### config.mk
export PLATFORM = sky130hd
export DESIGN_NAME = debounced_pulse_counter_unit_flat
export DESIGN_NICKNAME = d
export VERILOG_FILES = /design/src/dpc_pkg.sv /design/src/dpc_if.sv /design/src/dpc_regs.sv /design/src/dpc_core.sv /design/src/dpc_outreg.sv /design/src/debounced_pulse_counter_unit.sv /design/src/flat_wrapper.sv
export SDC_FILE = /design/constraint.sdc
export NUM_CORES = 1
export LEC_CHECK = 0
export BUFFER_PORTS_ARGS = -buffer_cell sky130_fd_sc_hd__buf_2
export CORE_MARGIN = 2
export CORE_UTILIZATION = 45
export DETAILED_ROUTE_END_ITERATION = 10
export GPL_TIMING_DRIVEN = 1
export HOLD_SLACK_MARGIN = 0.06
export PLACE_DENSITY_LB_ADDON = 0.1
export SLEW_MARGIN = 25
export SYNTH_ARGS = -nofsm -noshare
export SYNTH_HDL_FRONTEND = slang
export SYNTH_HIERARCHICAL = 1
export SYNTH_SLANG_ARGS = --single-unit
### constraint.sdc
create_clock -name clk_i -period 19.42 [get_ports clk_i]
set_clock_uncertainty 0.1 [all_clocks]
set_input_delay 0.971 -clock clk_i [delete_from_list [all_inputs] [get_ports clk_i]]
set_output_delay 0.971 -clock clk_i [all_outputs]
set_load 0.02 [all_outputs]
### src/dpc_pkg.sv
// ----------------------------------------------------------------------------
// dpc_pkg
// Shared types and constants of the debounced pulse counter: register map,
// reset values and the structs that travel between its modules.
// ----------------------------------------------------------------------------
package dpc_pkg;

  // Register file
  localparam int unsigned RegAddrW   = 4;
  localparam int unsigned RegIdxW    = 2;
  localparam int unsigned DataW      = 32;
  localparam int unsigned TimeW      = 32;
  localparam int unsigned MsW        = 16;

  localparam logic [RegIdxW-1:0] REG_ENABLED  = 2'd0;
  localparam logic [RegIdxW-1:0] REG_BOUNCE   = 2'd1;
  localparam logic [RegIdxW-1:0] REG_INTERVAL = 2'd2;

  localparam logic [MsW-1:0] IntervalReset = 16'd1000;

  // Live configuration
  typedef struct packed {
    logic           enabled;
    logic [MsW-1:0] bounce_ms;
    logic [MsW-1:0] interval_ms;
  } cfg_t;

  // One result item
  typedef struct packed {
    logic             interval_due;
    logic             read_done;
    logic [TimeW-1:0] pulse_count;
    logic [TimeW-1:0] duration_ms;
  } result_t;

endpackage

### src/dpc_if.sv
// ----------------------------------------------------------------------------
// dpc_in_if / dpc_out_if
// Valid/ready channels of the debounced pulse counter: tick items in,
// result items out.
// ----------------------------------------------------------------------------
interface dpc_in_if;
  logic valid;
  logic ready;
  logic falling_edge;
  logic read_request;

  modport source (output valid, output falling_edge, output read_request, input ready);
  modport sink   (input valid, input falling_edge, input read_request, output ready);
endinterface

interface dpc_out_if;
  logic        valid;
  logic        ready;
  logic        interval_due;
  logic        read_done;
  logic [31:0] pulse_count;
  logic [31:0] duration_ms;

  modport source (output valid, output interval_due, output read_done,
                  output pulse_count, output duration_ms, input ready);
  modport sink   (input valid, input interval_due, input read_done,
                  input pulse_count, input duration_ms, output ready);
endinterface

### src/dpc_regs.sv
// ----------------------------------------------------------------------------
// dpc_regs
// APB register file: enable, bounce time and report interval.
// ----------------------------------------------------------------------------
module dpc_regs import dpc_pkg::*; (
  input  logic                clk_i,
  input  logic                rst_ni,
  input  logic                psel,
  input  logic                penable,
  input  logic                pwrite,
  input  logic [RegAddrW-1:0] paddr,
  input  logic [DataW-1:0]    pwdata,
  output logic [DataW-1:0]    prdata,
  output logic                pready,
  output cfg_t                cfg_o
);

  logic               wr_en;
  logic [RegIdxW-1:0] idx;
  cfg_t               cfg_q;
  cfg_t               cfg_d;

  assign pready = 1'b1;
  assign wr_en  = psel && penable && pwrite && pready;
  assign idx    = paddr[RegAddrW-1:2];

  // Decode writes; a zero interval is dropped
  always_comb begin
    cfg_d = cfg_q;
    if (wr_en) begin
      unique case (idx)
        REG_ENABLED:  cfg_d.enabled   = pwdata[0];
        REG_BOUNCE:   cfg_d.bounce_ms = pwdata[MsW-1:0];
        REG_INTERVAL: begin
          if (pwdata[MsW-1:0] != '0) cfg_d.interval_ms = pwdata[MsW-1:0];
        end
        default: ;
      endcase
    end
  end

  always_ff @(posedge clk_i or negedge rst_ni) begin
    if (!rst_ni) begin
      cfg_q.enabled     <= 1'b0;
      cfg_q.bounce_ms   <= '0;
      cfg_q.interval_ms <= IntervalReset;
    end else begin
      cfg_q <= cfg_d;
    end
  end

  // Read back
  always_comb begin
    prdata = '0;
    unique case (idx)
      REG_ENABLED:  prdata = {{(DataW-1){1'b0}}, cfg_q.enabled};
      REG_BOUNCE:   prdata = {{(DataW-MsW){1'b0}}, cfg_q.bounce_ms};
      REG_INTERVAL: prdata = {{(DataW-MsW){1'b0}}, cfg_q.interval_ms};
      default:      prdata = '0;
    endcase
  end

  assign cfg_o = cfg_q;

endmodule

### src/dpc_core.sv
// ----------------------------------------------------------------------------
// dpc_core
// Millisecond clock, edge debounce, pulse count, first-edge and interval
// timestamps; computes one result per accepted tick item.
// ----------------------------------------------------------------------------
module dpc_core import dpc_pkg::*; (
  input  logic    clk_i,
  input  logic    rst_ni,
  input  cfg_t    cfg_i,
  input  logic    accept_i,
  input  logic    falling_edge_i,
  input  logic    read_request_i,
  output result_t result_o
);

  logic [TimeW-1:0] now_q, now_d;
  logic [TimeW-1:0] last_edge_q, last_edge_d;
  logic [TimeW-1:0] count_q, count_d;
  logic [TimeW-1:0] first_q, first_d;
  logic [TimeW-1:0] istart_q, istart_d;

  logic             edge_seen;
  logic             counted;
  logic [TimeW-1:0] since_edge;
  logic [TimeW-1:0] count_new;
  logic [TimeW-1:0] first_new;
  logic [TimeW-1:0] istart_new;
  logic [TimeW-1:0] since_istart;

  always_comb begin
    now_d      = now_q + TimeW'(1);
    edge_seen  = cfg_i.enabled && falling_edge_i;
    since_edge = now_d - last_edge_q;
    counted    = edge_seen && (since_edge > {{(TimeW-MsW){1'b0}}, cfg_i.bounce_ms});

    // Count the edge and take the first-edge stamp
    count_new   = count_q + {{(TimeW-1){1'b0}}, counted};
    first_new   = (counted && (first_q == '0)) ? now_d : first_q;
    last_edge_d = edge_seen ? now_d : last_edge_q;

    // Start the interval if not yet started, then test it
    istart_new   = (cfg_i.enabled && (istart_q == '0)) ? now_d : istart_q;
    since_istart = now_d - istart_new;

    result_o.interval_due = cfg_i.enabled &&
                            (since_istart >= {{(TimeW-MsW){1'b0}}, cfg_i.interval_ms});
    result_o.read_done    = read_request_i;
    result_o.pulse_count  = read_request_i ? count_new : '0;
    result_o.duration_ms  = (read_request_i && (first_new != '0)) ? (now_d - first_new) : '0;

    // Read clears count, first edge and interval start
    count_d  = read_request_i ? '0 : count_new;
    first_d  = read_request_i ? '0 : first_new;
    istart_d = read_request_i ? '0 : istart_new;
  end

  // Advance state on each accepted tick
  always_ff @(posedge clk_i or negedge rst_ni) begin
    if (!rst_ni) begin
      now_q       <= '0;
      last_edge_q <= '0;
      count_q     <= '0;
      first_q     <= '0;
      istart_q    <= '0;
    end else if (accept_i) begin
      now_q       <= now_d;
      last_edge_q <= last_edge_d;
      count_q     <= count_d;
      first_q     <= first_d;
      istart_q    <= istart_d;
    end
  end

endmodule

### src/dpc_outreg.sv
// ----------------------------------------------------------------------------
// dpc_outreg
// Result register: holds one result item until taken, reloads in the same
// cycle the held item leaves.
// ----------------------------------------------------------------------------
module dpc_outreg import dpc_pkg::*; (
  input  logic    clk_i,
  input  logic    rst_ni,
  input  logic    load_i,
  input  result_t result_i,
  output logic    space_o,
  output logic    valid_o,
  input  logic    ready_i,
  output result_t result_o
);

  logic    valid_q;
  result_t data_q;

  assign space_o  = !valid_q || ready_i;
  assign valid_o  = valid_q;
  assign result_o = data_q;

  // Hold valid until the item is taken
  always_ff @(posedge clk_i or negedge rst_ni) begin
    if (!rst_ni) begin
      valid_q <= 1'b0;
    end else if (load_i) begin
      valid_q <= 1'b1;
    end else if (ready_i) begin
      valid_q <= 1'b0;
    end
  end

  always_ff @(posedge clk_i) begin
    if (load_i) begin
      data_q <= result_i;
    end
  end

endmodule

### src/debounced_pulse_counter_unit.sv
// Debounced pulse counter: every tick item advances an internal millisecond
// clock, counts a falling edge when more than bounce_ms have passed since the
// previous edge, and answers with one result item in the cycle after it is
// accepted. A tick item is taken in every cycle, sustained one item per cycle,
// as long as the result register is empty or its item is taken in that cycle;
// the single output register that holds the result sets that figure.
// ----------------------------------------------------------------------------
// debounced_pulse_counter_unit
// Top level: APB registers, counter core and result register.
// ----------------------------------------------------------------------------
module debounced_pulse_counter_unit import dpc_pkg::*; (
  input  logic                clk_i,
  input  logic                rst_ni,
  dpc_in_if.sink              in_if,
  dpc_out_if.source           out_if,
  input  logic                psel,
  input  logic                penable,
  input  logic                pwrite,
  input  logic [RegAddrW-1:0] paddr,
  input  logic [DataW-1:0]    pwdata,
  output logic [DataW-1:0]    prdata,
  output logic                pready
);

  cfg_t    cfg;
  result_t core_res;
  result_t out_res;
  logic    space;
  logic    accept;

  assign in_if.ready = space;
  assign accept      = in_if.valid && space;

  dpc_regs u_regs (
    .clk_i   (clk_i),
    .rst_ni  (rst_ni),
    .psel    (psel),
    .penable (penable),
    .pwrite  (pwrite),
    .paddr   (paddr),
    .pwdata  (pwdata),
    .prdata  (prdata),
    .pready  (pready),
    .cfg_o   (cfg)
  );

  dpc_core u_core (
    .clk_i          (clk_i),
    .rst_ni         (rst_ni),
    .cfg_i          (cfg),
    .accept_i       (accept),
    .falling_edge_i (in_if.falling_edge),
    .read_request_i (in_if.read_request),
    .result_o       (core_res)
  );

  dpc_outreg u_outreg (
    .clk_i    (clk_i),
    .rst_ni   (rst_ni),
    .load_i   (accept),
    .result_i (core_res),
    .space_o  (space),
    .valid_o  (out_if.valid),
    .ready_i  (out_if.ready),
    .result_o (out_res)
  );

  // Drive the result payload
  assign out_if.interval_due = out_res.interval_due;
  assign out_if.read_done    = out_res.read_done;
  assign out_if.pulse_count  = out_res.pulse_count;
  assign out_if.duration_ms  = out_res.duration_ms;

endmodule

### src/flat_wrapper.sv
// flat-port wrapper written by rule: the top's interface ports become plain ports
module debounced_pulse_counter_unit_flat import dpc_pkg::*;
  (clk_i, rst_ni, psel, penable, pwrite, paddr, pwdata, prdata, pready, in_if_valid, in_if_falling_edge, in_if_read_request, in_if_ready, out_if_valid, out_if_interval_due, out_if_read_done, out_if_pulse_count, out_if_duration_ms, out_if_ready);
  dpc_in_if in_if_i ();
  dpc_out_if out_if_i ();
  input  logic clk_i;
  input  logic rst_ni;
  input  logic psel;
  input  logic penable;
  input  logic pwrite;
  input  logic [RegAddrW-1:0] paddr;
  input  logic [DataW-1:0] pwdata;
  output logic [DataW-1:0] prdata;
  output logic pready;
  input wire logic [$bits(in_if_i.valid)-1:0] in_if_valid;
  input wire logic [$bits(in_if_i.falling_edge)-1:0] in_if_falling_edge;
  input wire logic [$bits(in_if_i.read_request)-1:0] in_if_read_request;
  output wire logic [$bits(in_if_i.ready)-1:0] in_if_ready;
  output wire logic [$bits(out_if_i.valid)-1:0] out_if_valid;
  output wire logic [$bits(out_if_i.interval_due)-1:0] out_if_interval_due;
  output wire logic [$bits(out_if_i.read_done)-1:0] out_if_read_done;
  output wire logic [$bits(out_if_i.pulse_count)-1:0] out_if_pulse_count;
  output wire logic [$bits(out_if_i.duration_ms)-1:0] out_if_duration_ms;
  input wire logic [$bits(out_if_i.ready)-1:0] out_if_ready;
  assign in_if_i.valid = in_if_valid;
  assign in_if_i.falling_edge = in_if_falling_edge;
  assign in_if_i.read_request = in_if_read_request;
  assign in_if_ready = in_if_i.ready;
  assign out_if_valid = out_if_i.valid;
  assign out_if_interval_due = out_if_i.interval_due;
  assign out_if_read_done = out_if_i.read_done;
  assign out_if_pulse_count = out_if_i.pulse_count;
  assign out_if_duration_ms = out_if_i.duration_ms;
  assign out_if_i.ready = out_if_ready;
  debounced_pulse_counter_unit u_core (.clk_i(clk_i), .rst_ni(rst_ni), .in_if(in_if_i), .out_if(out_if_i), .psel(psel), .penable(penable), .pwrite(pwrite), .paddr(paddr), .pwdata(pwdata), .prdata(prdata), .pready(pready));
endmodule
==> impl_metrics.py, run 1 <==
metrics = {
    "worst_setup_path": {
        "crit_arrival_ps": 10220,
        "r2r_end": "u_core/u_outreg/result_o[31]$_DFFE_PP_",
        "r2r_cells": 35,
        "cp_num_buf_inv": 2,
        "start_kind": "flop",
        "reg2reg_from": "u_core/u_core/now_q[0]$_DFFE_PN0P_",
        "crit_required_ps": 19590,
        "worstSetupPathType": "reg2reg",
        "regToRegSetupSlack_ps": 9370,
        "critPathCaptureType": "flop",
        "critPathMaxFanout": 25,
        "endpoint": "u_core/u_outreg/result_o[31]$_DFFE_PP_",
        "slowest_stage": "xor2_1",
        "crit_family": "simple AND/OR/NAND/NOR gates",
        "cpPeakStageDelay_ps": 720,
        "worstSetupPathDepth": 35,
        "cp-startpoint": "u_core/u_core/now_q[0]$_DFFE_PN0P_",
    },
    "global_route": {
        "first_global_vias": 15565,
        "grt_antenna_before_repair": 0,
        "grt.total_usage_pct": 24.22,
        "grt_overflow_total": 0,
        "grt_max_degree": 83,
        "grt_pass1_wl_um": 84930,
    },
    "placed_design": {
        "dp_cells": 2692,
        "dp_hpwl_um": 39550,
        "gp_congestion": 0.9020,
        "port_buffers": 110,
        "place_area_um2": 19840,
    },
    "layout": {
        "fin_area_um2": 20960,
        "final_layout_size_suffix_gt1_share_pct": 13.23,
        "antenna_cells": 0,
        "syn_to_final_growth_pct": 10.53,
        "fin_nets": 2345,
        "post-route-util_pct": 50.19,
        "stdcell_count": 2753,
    },
    "synthesis": {
        "syn_inst": 2121,
        "yosysSeqAreaShare_pct": 36.10,
        "synth_flop_cell": "dfrtp_1",
        "synth_edf_count": 66,
        "syn_area_um2": 18960,
        "synth-seq-cells": 260,
        "ys_types": 109,
        "post_synth.cell_area_avg_um2": 8.940,
        "async_flop_share_pct": 74.62,
        "ys_warn_count": 6,
    },
    "clock_network": {
        "clk_latency_ps": 540,
        "clk_pin_slew_ps": 50,
        "cts_buffers": 35,
        "cts_tree": "done",
        "cts_hold_buf": 0,
        "cts_root_buf": "clkbuf_16",
        "cts_sinks": 260,
        "clockBufferDepth": 3,
        "cts_resized": 0,
        "cts_htree_levels": 2,
        "cts_setup_buffers": 0,
    },
    "job": {
        "maxCapViolCount": 0,
    },
    "timing": {
        "setup_viol": 0,
        "hold_viol_final": 0,
        "tightest_slew_ps": 1072,
        "rsz0062_at_grt": "false",
        "period_share_pct": 51.77,
        "maxSlewHeadroom_pct": 28.02,
        "finalSetupTns_ps": 0,
        "final_max_slew_viol_count": 0,
        "max_freq_mhz": 99.47,
        "period_minus_slack_ps": 10050,
    },
    "die": {
        "core_um2": 41760,
        "die_h_um": 209.3,
        "io_pins": 146,
        "start_util_pct": 45.41,
        "die_area_um2": 43790,
        "die-width_um": 209.3,
        "fp-row-count": 75,
    },
    "power": {
        "power_leakage_nw": 9.442,
        "ir_drop_mv": 0.06211,
        "total_power_w": 0.003354,
        "powerDensity_nw_per_um2": 160.1,
    },
    "routing": {
        "vias_per_cell": 5.817,
        "drt_iter0_drc": 1016,
        "drt-wirelength-per-cell_um": 19.18,
        "drt-pass1-iter-count": 5,
        "wl_um": 52810,
        "drtAntennaViolNets": 0,
        "route.vias.total": 16013,
        "drc": 0,
    },
    "worst_hold_path": {
        "hold_path_class": "in2async",
    },
    "run_status": {
        "status": "finished clean",
    },
}
## metrics by stage
| stage | setup WS, ps | hold slack [ps] |
|---|---|---|
| floorplan | 11300 | 349.8 |
| global placement | 9627 | 366.7 |
| detailed placement | 9524 | 376.1 |
| CTS | 9474 | 330.5 |
| global route | 8658 | 364.4 |
| finish | 9367 | 340.9 |
## cell families after synthesis
kind of cell / Yosys count / synth area share [%]
other cells: 2 / 0.03961
xor+xnor: 149 / 7.021
buf+inv: 243 / 5.642
mux: 67 / 3.979
simple gates: 714 / 19.04
fa+ha+maj: 121 / 7.991
flops: 260 / 36.10
compound gates: 565 / 20.19
## power breakdown
group	total, W	internal (W)	switching [W]
Clock	0.000625	0.000381	0.000244
Combinational	0.00198	0.000791	0.00119
Sequential	0.000748	0.000671	0.0000766
## final cells by class
cell class / count / area [um^2]
clock inverters: 14 / 126.4
multi-input cells: 1633 / 11120
fillers: 3940 / 20800
inverters: 127 / 478.0
repair buffers: 133 / 732.0
flip-flops and latches: 260 / 6844
well taps: 539 / 674.4
clock buffers: 47 / 982.2
## synthesized netlist by cell type (17+ instances only)
cell type / n / area share [%]
a211oi_1: 19 / 0.75
a21o_1: 33 / 1.3
a21oi_1: 171 / 4.5
a22o_1: 19 / 0.88
and2_1: 42 / 1.4
and3_1: 23 / 0.76
buf_2: 20 / 0.53
buf_4: 19 / 0.75
clkbuf_1: 66 / 1.3
dfrtp_1: 188 / 25
edfxtp_1: 66 / 10
ha_1: 107 / 7.1
inv_1: 123 / 2.4
mux2_2: 27 / 1.6
mux2i_1: 30 / 1.6
nand2_1: 172 / 3.4
nand2b_1: 20 / 0.66
nand3_1: 62 / 1.6
nand4_1: 40 / 1.3
nor2_1: 190 / 3.8
nor2b_1: 17 / 0.56
nor3_1: 48 / 1.3
nor4_1: 28 / 0.92
o211ai_1: 18 / 0.71
o21ai_0: 100 / 2.6
o2bb2ai_1: 66 / 3.0
xnor2_1: 84 / 3.9
xor2_1: 63 / 2.9
## flip-flops by register name (all words and copies together) (netlist names)
| register | cells |
|---|---|
| u_core/u_regs/cfg_o | 33 |
| u_core/u_core/now_q | 32 |
| u_core/u_core/last_edge_q | 32 |
| u_core/u_outreg/valid_o | 1 |
| u_core/u_core/istart_q | 32 |
| u_core/u_core/count_q | 32 |
| u_core/u_outreg/result_o | 66 |
| u_core/u_core/first_q | 32 |
## worst min-delay path by stage
stage,from,to,slack (ps),cells past startpoint
6_report,rst_ni,u_core/u_regs/cfg_o[24]$_DFFE_PN0P_,340,1
4_1_cts,rst_ni,u_core/u_regs/cfg_o[24]$_DFFE_PN0P_,330,1
2_1_floorplan,u_core/u_core/last_edge_q[10]$_DFFE_PN0P_,u_core/u_core/last_edge_q[10]$_DFFE_PN0P_,350,2
3_3_place_gp,u_core/u_core/last_edge_q[16]$_DFFE_PN0P_,u_core/u_core/last_edge_q[16]$_DFFE_PN0P_,370,2
5_1_grt,rst_ni,u_core/u_regs/cfg_o[24]$_DFFE_PN0P_,360,1
3_5_place_dp,u_core/u_core/last_edge_q[23]$_DFFE_PN0P_,u_core/u_core/last_edge_q[23]$_DFFE_PN0P_,380,2
## cells in the final DEF, fill, tap and decap left out, types with 23 or more instances in the layout
master and instances:
a21o_1 33, a21oi_1 171, and2_1 41, and3_1 23, buf_2 109, buf_4 23, clkbuf_16 36, dfrtp_1 188
edfxtp_1 66, ha_1 107, inv_1 122, mux2_2 27, mux2i_1 30, nand2_1 172, nand3_1 61, nand4_1 40
nor2_1 190, nor3_1 48, nor4_1 28, o21ai_0 100, o2bb2ai_1 66, xnor2_1 84, xor2_1 63
## metal layers
| layer | wire, um | track usage, % | up-vias | part of all wire (%) |
|---|---|---|---|---|
| met1 | 25160 | 34.33 | 7777 | 48 |
| li1 | - | - | 7787 | - |
| met2 | 24160 | 38.91 | 369 | 46 |
| met5 | 0 | 0 | - | 0 |
| met3 | 2157 | 2.993 | 80 | 4.1 |
| met4 | 1331 | 7.266 | 0 | 2.5 |
(Power assumes the default switching activity.)
==> inputs of run 2 (changes only) <==
Settings changed: ABC_AREA set to 1.
Clock period 19.42 ns to 10.52 ns, I/O delays scaled along.
==> impl_metrics.py, run 2 <==
metrics = {
    "synthesis": {
        "ys_types": 53,
        "syn_area_um2": 19060,
        "synth_largest_area_cell": "dfrtp_1",
        "synth_top_area_share_pct": 24.68,
        "post_synth.cell_area_avg_um2": 7.045,
        "synth_commonest_cells": "nand2_1, inv_1, nor2_1",
        "async_flop_share_pct": 74.62,
        "ys_warn_count": 6,
        "synth_most_common_cell": "nand2_1",
        "synth_edf_count": 66,
        "syn_inst": 2706,
        "synth-seq-cells": 260,
        "yosysSeqAreaShare_pct": 35.90,
        "synth_flop_cell": "dfrtp_1",
        "ys_top_cells_by_area": "dfrtp_1, nand2_1, edfxtp_1",
    },
    "clock_network": {
        "cts_buffers": 31,
        "cts_setup_buffers": 0,
        "cts_hold_buf": 2,
        "cts_sinks": 260,
        "cts_root_buf": "clkbuf_16",
        "cts_tree": "done",
        "clk_latency_ps": 590,
        "clockBufferDepth": 3,
        "cts_resized": 0,
        "cts_htree_levels": 1,
        "clk_pin_slew_ps": 60,
    },
    "routing": {
        "vias_per_cell": 5.204,
        "route.vias.total": 17527,
        "drtAntennaViolNets": 0,
        "drt-pass1-iter-count": 5,
        "drc": 0,
        "wl_um": 54630,
        "drt_iter0_drc": 1523,
        "drt-wirelength-per-cell_um": 16.22,
    },
    "placed_design": {
        "port_buffers": 110,
        "dp_hpwl_um": 42140,
        "gp_congestion": 0.9196,
    },
    "worst_setup_path": {
        "critPathMaxFanout": 10,
        "cp_common_cell": "nor2_1",
        "cpPeakStageDelay_ps": 600,
        "start_kind": "flop",
        "r2r_end": "u_core/u_outreg/result_o[62]$_DFFE_PP_",
        "slowest_stage": "dfrtp_1",
        "reg2reg_from": "u_core/u_core/now_q[0]$_DFFE_PN0P_",
        "regToRegSetupSlack_ps": 2060,
        "worstSetupPathType": "reg2reg",
        "critPathCaptureType": "flop",
        "r2r_cells": 47,
        "crit_arrival_ps": 8680,
        "crit_required_ps": 10740,
    },
    "worst_hold_path": {
        "hp-start": "out_if_ready",
        "holdPathStages": 4,
        "hold_path_class": "in2reg",
        "holdPathEnd": "u_core/u_outreg/valid_o$_DFFE_PN0P_",
    },
    "timing": {
        "tightest_slew_ps": 991.4,
        "period_minus_slack_ps": 8459,
        "finalSetupTns_ps": 0,
        "max_freq_mhz": 118.2,
        "hold_viol_final": 0,
        "maxSlewHeadroom_pct": 33.50,
        "setup_viol": 0,
        "period_share_pct": 80.41,
        "final_max_slew_viol_count": 0,
        "rsz0062_at_grt": "false",
    },
    "layout": {
        "final_common_cell": "nand2_1",
        "fillers": 4204,
        "syn_to_final_growth_pct": 10.54,
        "fin_nets": 2959,
        "regArea_um2": 6844,
        "final_cell_mix": "nand2_1, inv_1, nor2_1, dfrtp_1, o21ai_0",
        "antenna_cells": 0,
        "post-route-util_pct": 50.35,
        "largest_reg_flops": 66,
        "final_layout_size_suffix_gt1_share_pct": 9.579,
        "multi_input_area_um2": 10120,
    },
    "global_route": {
        "grt_pass1_wl_um": 88260,
        "grt_overflow_total": 0,
        "grt.total_usage_pct": 24.93,
        "grt-busiest-layer": "met2",
        "grt_antenna_before_repair": 0,
        "grt_max_degree": 85,
        "first_global_vias": 16766,
        "use_met2_pct": 40.37,
        "gr-usage-met1_pct": 35.59,
        "grtUsageMet3_pct": 3.232,
    },
    "die": {
        "core_um2": 41850,
        "die-width_um": 209.8,
        "io_pins": 146,
        "die_area_um2": 44020,
        "start_util_pct": 45.55,
        "fp-row-count": 75,
        "die_h_um": 209.8,
    },
    "job": {
        "maxCapViolCount": 0,
    },
    "run_status": {
        "status": "finished clean",
    },
}
-- run 2: cell count changes in the layout (fill, tap and decap cells not counted), sizes merged, moves of 31 or more --
cell / change
mux2: -37
inv: +337
nand3: +100
a21o: -31
o21ai: +76
nand2: +542
nor2: +79
and2: -36
o22ai: +54
o2bb2ai: -66
xnor2: -68
-- run 2: final cells by class --
| cell class | instances | share of cell area, % |
|---|---|---|
| clock inverter | 17 | 0.8313 |
| timing repair buffer | 124 | 3.177 |
| multi-input combinational | 1922 | 48.01 |
| sequential | 260 | 32.48 |
| clock buffer | 41 | 4.002 |
| inverter | 465 | 8.307 |
| tap | 539 | 3.200 |
-- run 2: cell families after synthesis --
| logic type | count (synthesis) | share of synthesized area, % |
|---|---|---|
| compound gates | 448 | 12.79 |
| xor+xnor | 81 | 3.721 |
| fa+ha+maj | 110 | 7.338 |
| buf+inv | 539 | 11.37 |
| flops | 260 | 35.90 |
| other cells | 2 | 0.03940 |
| simple gates | 1266 | 28.85 |
-- run 2: worst max-delay path by stage --
| stage | startpoint | end | slack (ps) | depth (start not counted) |
|---|---|---|---|---|
| CTS | u_core/u_core/now_q[0]$_DFFE_PN0P_ | u_core/u_outreg/result_o[62]$_DFFE_PP_ | 2090 | 47 |
| floorplan | u_core/u_core/now_q[0]$_DFFE_PN0P_ | u_core/u_outreg/result_o[62]$_DFFE_PP_ | 3850 | 47 |
| detailed placement | u_core/u_core/now_q[0]$_DFFE_PN0P_ | u_core/u_outreg/result_o[62]$_DFFE_PP_ | 2230 | 47 |
| global placement | u_core/u_core/now_q[0]$_DFFE_PN0P_ | u_core/u_outreg/result_o[62]$_DFFE_PP_ | 2390 | 47 |
| global route | u_core/u_core/now_q[0]$_DFFE_PN0P_ | u_core/u_outreg/result_o[62]$_DFFE_PP_ | 1170 | 48 |
| finish | u_core/u_core/now_q[0]$_DFFE_PN0P_ | u_core/u_outreg/result_o[62]$_DFFE_PP_ | 2060 | 47 |
-- run 2: critical path: cells and delay by family, from the launching register on --
kind | cells | cell delay [ps]
AND/OR/NAND/NOR | 33 | 4330
adder cells (fa/ha/maj) | 5 | 1500
AO/OA/AOI/OAI | 3 | 790
flip-flops | 1 | 600
buffers and inverters | 4 | 470
XOR/XNOR | 2 | 400
-- run 2: per-layer routing --
| layer | share of wire [%] | vias to the layer above |
|---|---|---|
| met5 | 0 | - |
| met4 | 2.2 | 0 |
| met3 | 5.6 | 69 |
| met2 | 45 | 456 |
| met1 | 47 | 8112 |
| li1 | - | 8890 |
-- run 2: stage by stage --
stage                     cell area, um^2  worst slack (ps)  hold WS (ps)  instances
after global routing                21070              1174         92.37       3368
after floorplan                     19120              3852         130.4       2721
final                               21070              2061         89.10       3368
after detailed placement            20030              2231         368.8       3308
after global placement              20030              2388         367.7       3308
after CTS                           21070              2093         65.58       3368
Power of run 2 is left out: the tool's default activity adds up to more than one toggle a clock period on the data nets, which glitch-free logic cannot reach.
==> inputs of run 3 (changes only) <==
Clock period 10.52 ns to 7.28 ns, I/O delays scaled along.
==> impl_metrics.py, run 3 (same netlist as run 2, synthesis figures left out) <==
metrics = {
    "clock_network": {
        "cts_tree": "done",
        "clockBufferDepth": 3,
        "cts_htree_levels": 1,
        "cts_root_buf": "clkbuf_16",
        "cts_buffers": 30,
        "clk_latency_ps": 600,
        "clk_pin_slew_ps": 60,
        "cts_sinks": 260,
    },
    "layout": {
        "antenna_cells": 0,
        "final_cell_mix": "nand2_1, inv_1, nor2_1, dfrtp_1, o21ai_0",
        "stdcell_count": 3483,
        "syn_to_final_growth_pct": 17.69,
        "largest_reg_flops": 66,
        "final_layout_size_suffix_gt1_share_pct": 15.56,
        "final_common_cell": "nand2_1",
        "fin_nets": 3075,
    },
    "die": {
        "io_pins": 146,
        "fp-row-count": 75,
        "die_h_um": 209.8,
        "core_um2": 41850,
        "die-width_um": 209.8,
        "die_area_um2": 44020,
        "start_util_pct": 45.55,
    },
    "routing": {
        "drt-pass1-iter-count": 6,
        "drtAntennaViolNets": 0,
        "wl_um": 56780,
        "drt-wirelength-per-cell_um": 16.30,
        "drt_iter0_drc": 1355,
        "route.vias.total": 18080,
        "drc": 0,
        "vias_per_cell": 5.191,
    },
    "timing": {
        "period_minus_slack_ps": 7027,
        "setup_viol": 0,
        "tightest_slew_ps": 866.1,
        "max_freq_mhz": 142.3,
        "period_share_pct": 96.53,
        "rsz0062_at_grt": "true",
        "hold_viol_final": 0,
        "final_max_slew_viol_count": 0,
        "maxSlewHeadroom_pct": 42.26,
        "whs_ps": 227.3,
    },
    "run_status": {
        "status": "finished clean",
    },
    "worst_hold_path": {
        "hold_path_class": "in2async",
    },
    "worst_setup_path": {
        "critPathCaptureType": "flop",
        "crit_arrival_ps": 7260,
        "start_kind": "flop",
        "worstSetupPathType": "reg2reg",
        "slowest_stage": "dfrtp_1",
        "crit_required_ps": 7510,
        "cpPeakStageDelay_ps": 370,
        "crit_family": "simple AND/OR/NAND/NOR gates",
        "critPathMaxFanout": 4,
        "cp_num_buf_inv": 4,
        "cp_common_cell": "nand2_2",
    },
    "job": {
        "maxCapViolCount": 0,
    },
    "global_route": {
        "grt_pass1_wl_um": 90600,
        "grt.total_usage_pct": 25.74,
        "first_global_vias": 17403,
        "grt_max_degree": 72,
        "grt_overflow_total": 0,
        "grt_antenna_before_repair": 0,
    },
    "placed_design": {
        "gp_congestion": 0.9538,
        "dp_cells": 3390,
        "dp_hpwl_um": 43580,
        "port_buffers": 110,
    },
}
==> run 3: cell type report <==
type / count / area (um^2)
fillers: 4209 / 19420
multi-input cells: 1922 / 10510
flip-flops and latches: 260 / 6844
inverters: 465 / 1750
repair buffers: 241 / 1597
clock buffers: 38 / 862.1
well taps: 539 / 674.4
clock inverters: 18 / 197.7
==> run 3: worst paths after layout <==
check	from	end	slack (ps)	depth (start not counted)
setup / recovery	u_core/u_core/now_q[1]$_DFFE_PN0P_	u_core/u_outreg/result_o[62]$_DFFE_PP_	250	48
hold / removal	rst_ni	u_core/u_core/last_edge_q[31]$_DFFE_PN0P_	230	2
setup reg to reg	u_core/u_core/now_q[1]$_DFFE_PN0P_	u_core/u_outreg/result_o[62]$_DFFE_PP_	250	48
hold reg to reg	u_core/u_regs/cfg_o[9]$_DFFE_PN1P_	u_core/u_regs/cfg_o[9]$_DFFE_PN1P_	380	2
max in group asynchronous	rst_ni	u_core/u_regs/cfg_o[29]$_DFFE_PN0P_	5540	3
min in group clk_i	in_if_valid	u_core/u_outreg/valid_o$_DFFE_PN0P_	250	5
==> run 3: through the flow <==
| step | worst slack, ps | TNS (ps) | utilization [%] | area [um^2] |
|---|---|---|---|---|
| floorplan | 611.6 | 0 | - | 19120 |
| global placement | 316.2 | 0 | 49.32 | 20640 |
| finish | 253.0 | 0 | 53.61 | 22440 |
| detailed placement | 161.5 | 0 | 49.32 | 20640 |
| global route | -318.8 | -1408 | 53.61 | 22440 |
| CTS | 107.1 | 0 | 52.33 | 21900 |
==> run 3: timing repair <==
item                                    4_1_cts  5_1_grt
setup buffers                                 0       17
endpoints found under the setup margin        0       54
resized for setup                             0      104
hold buffers                                 20        0
hold endpoints to repair                    100        0
==> run 3: per-layer routing <==
layer  share of wire, %  global-route usage [%]  routed length (um)
met1                 46                   36.11               26350
met2                 46                   42.23               26070
met3                5.5                   3.756                3111
met4                2.2                   5.674                1250
met5                  0                       0                   0
Power of run 3 is left out for the same reason.
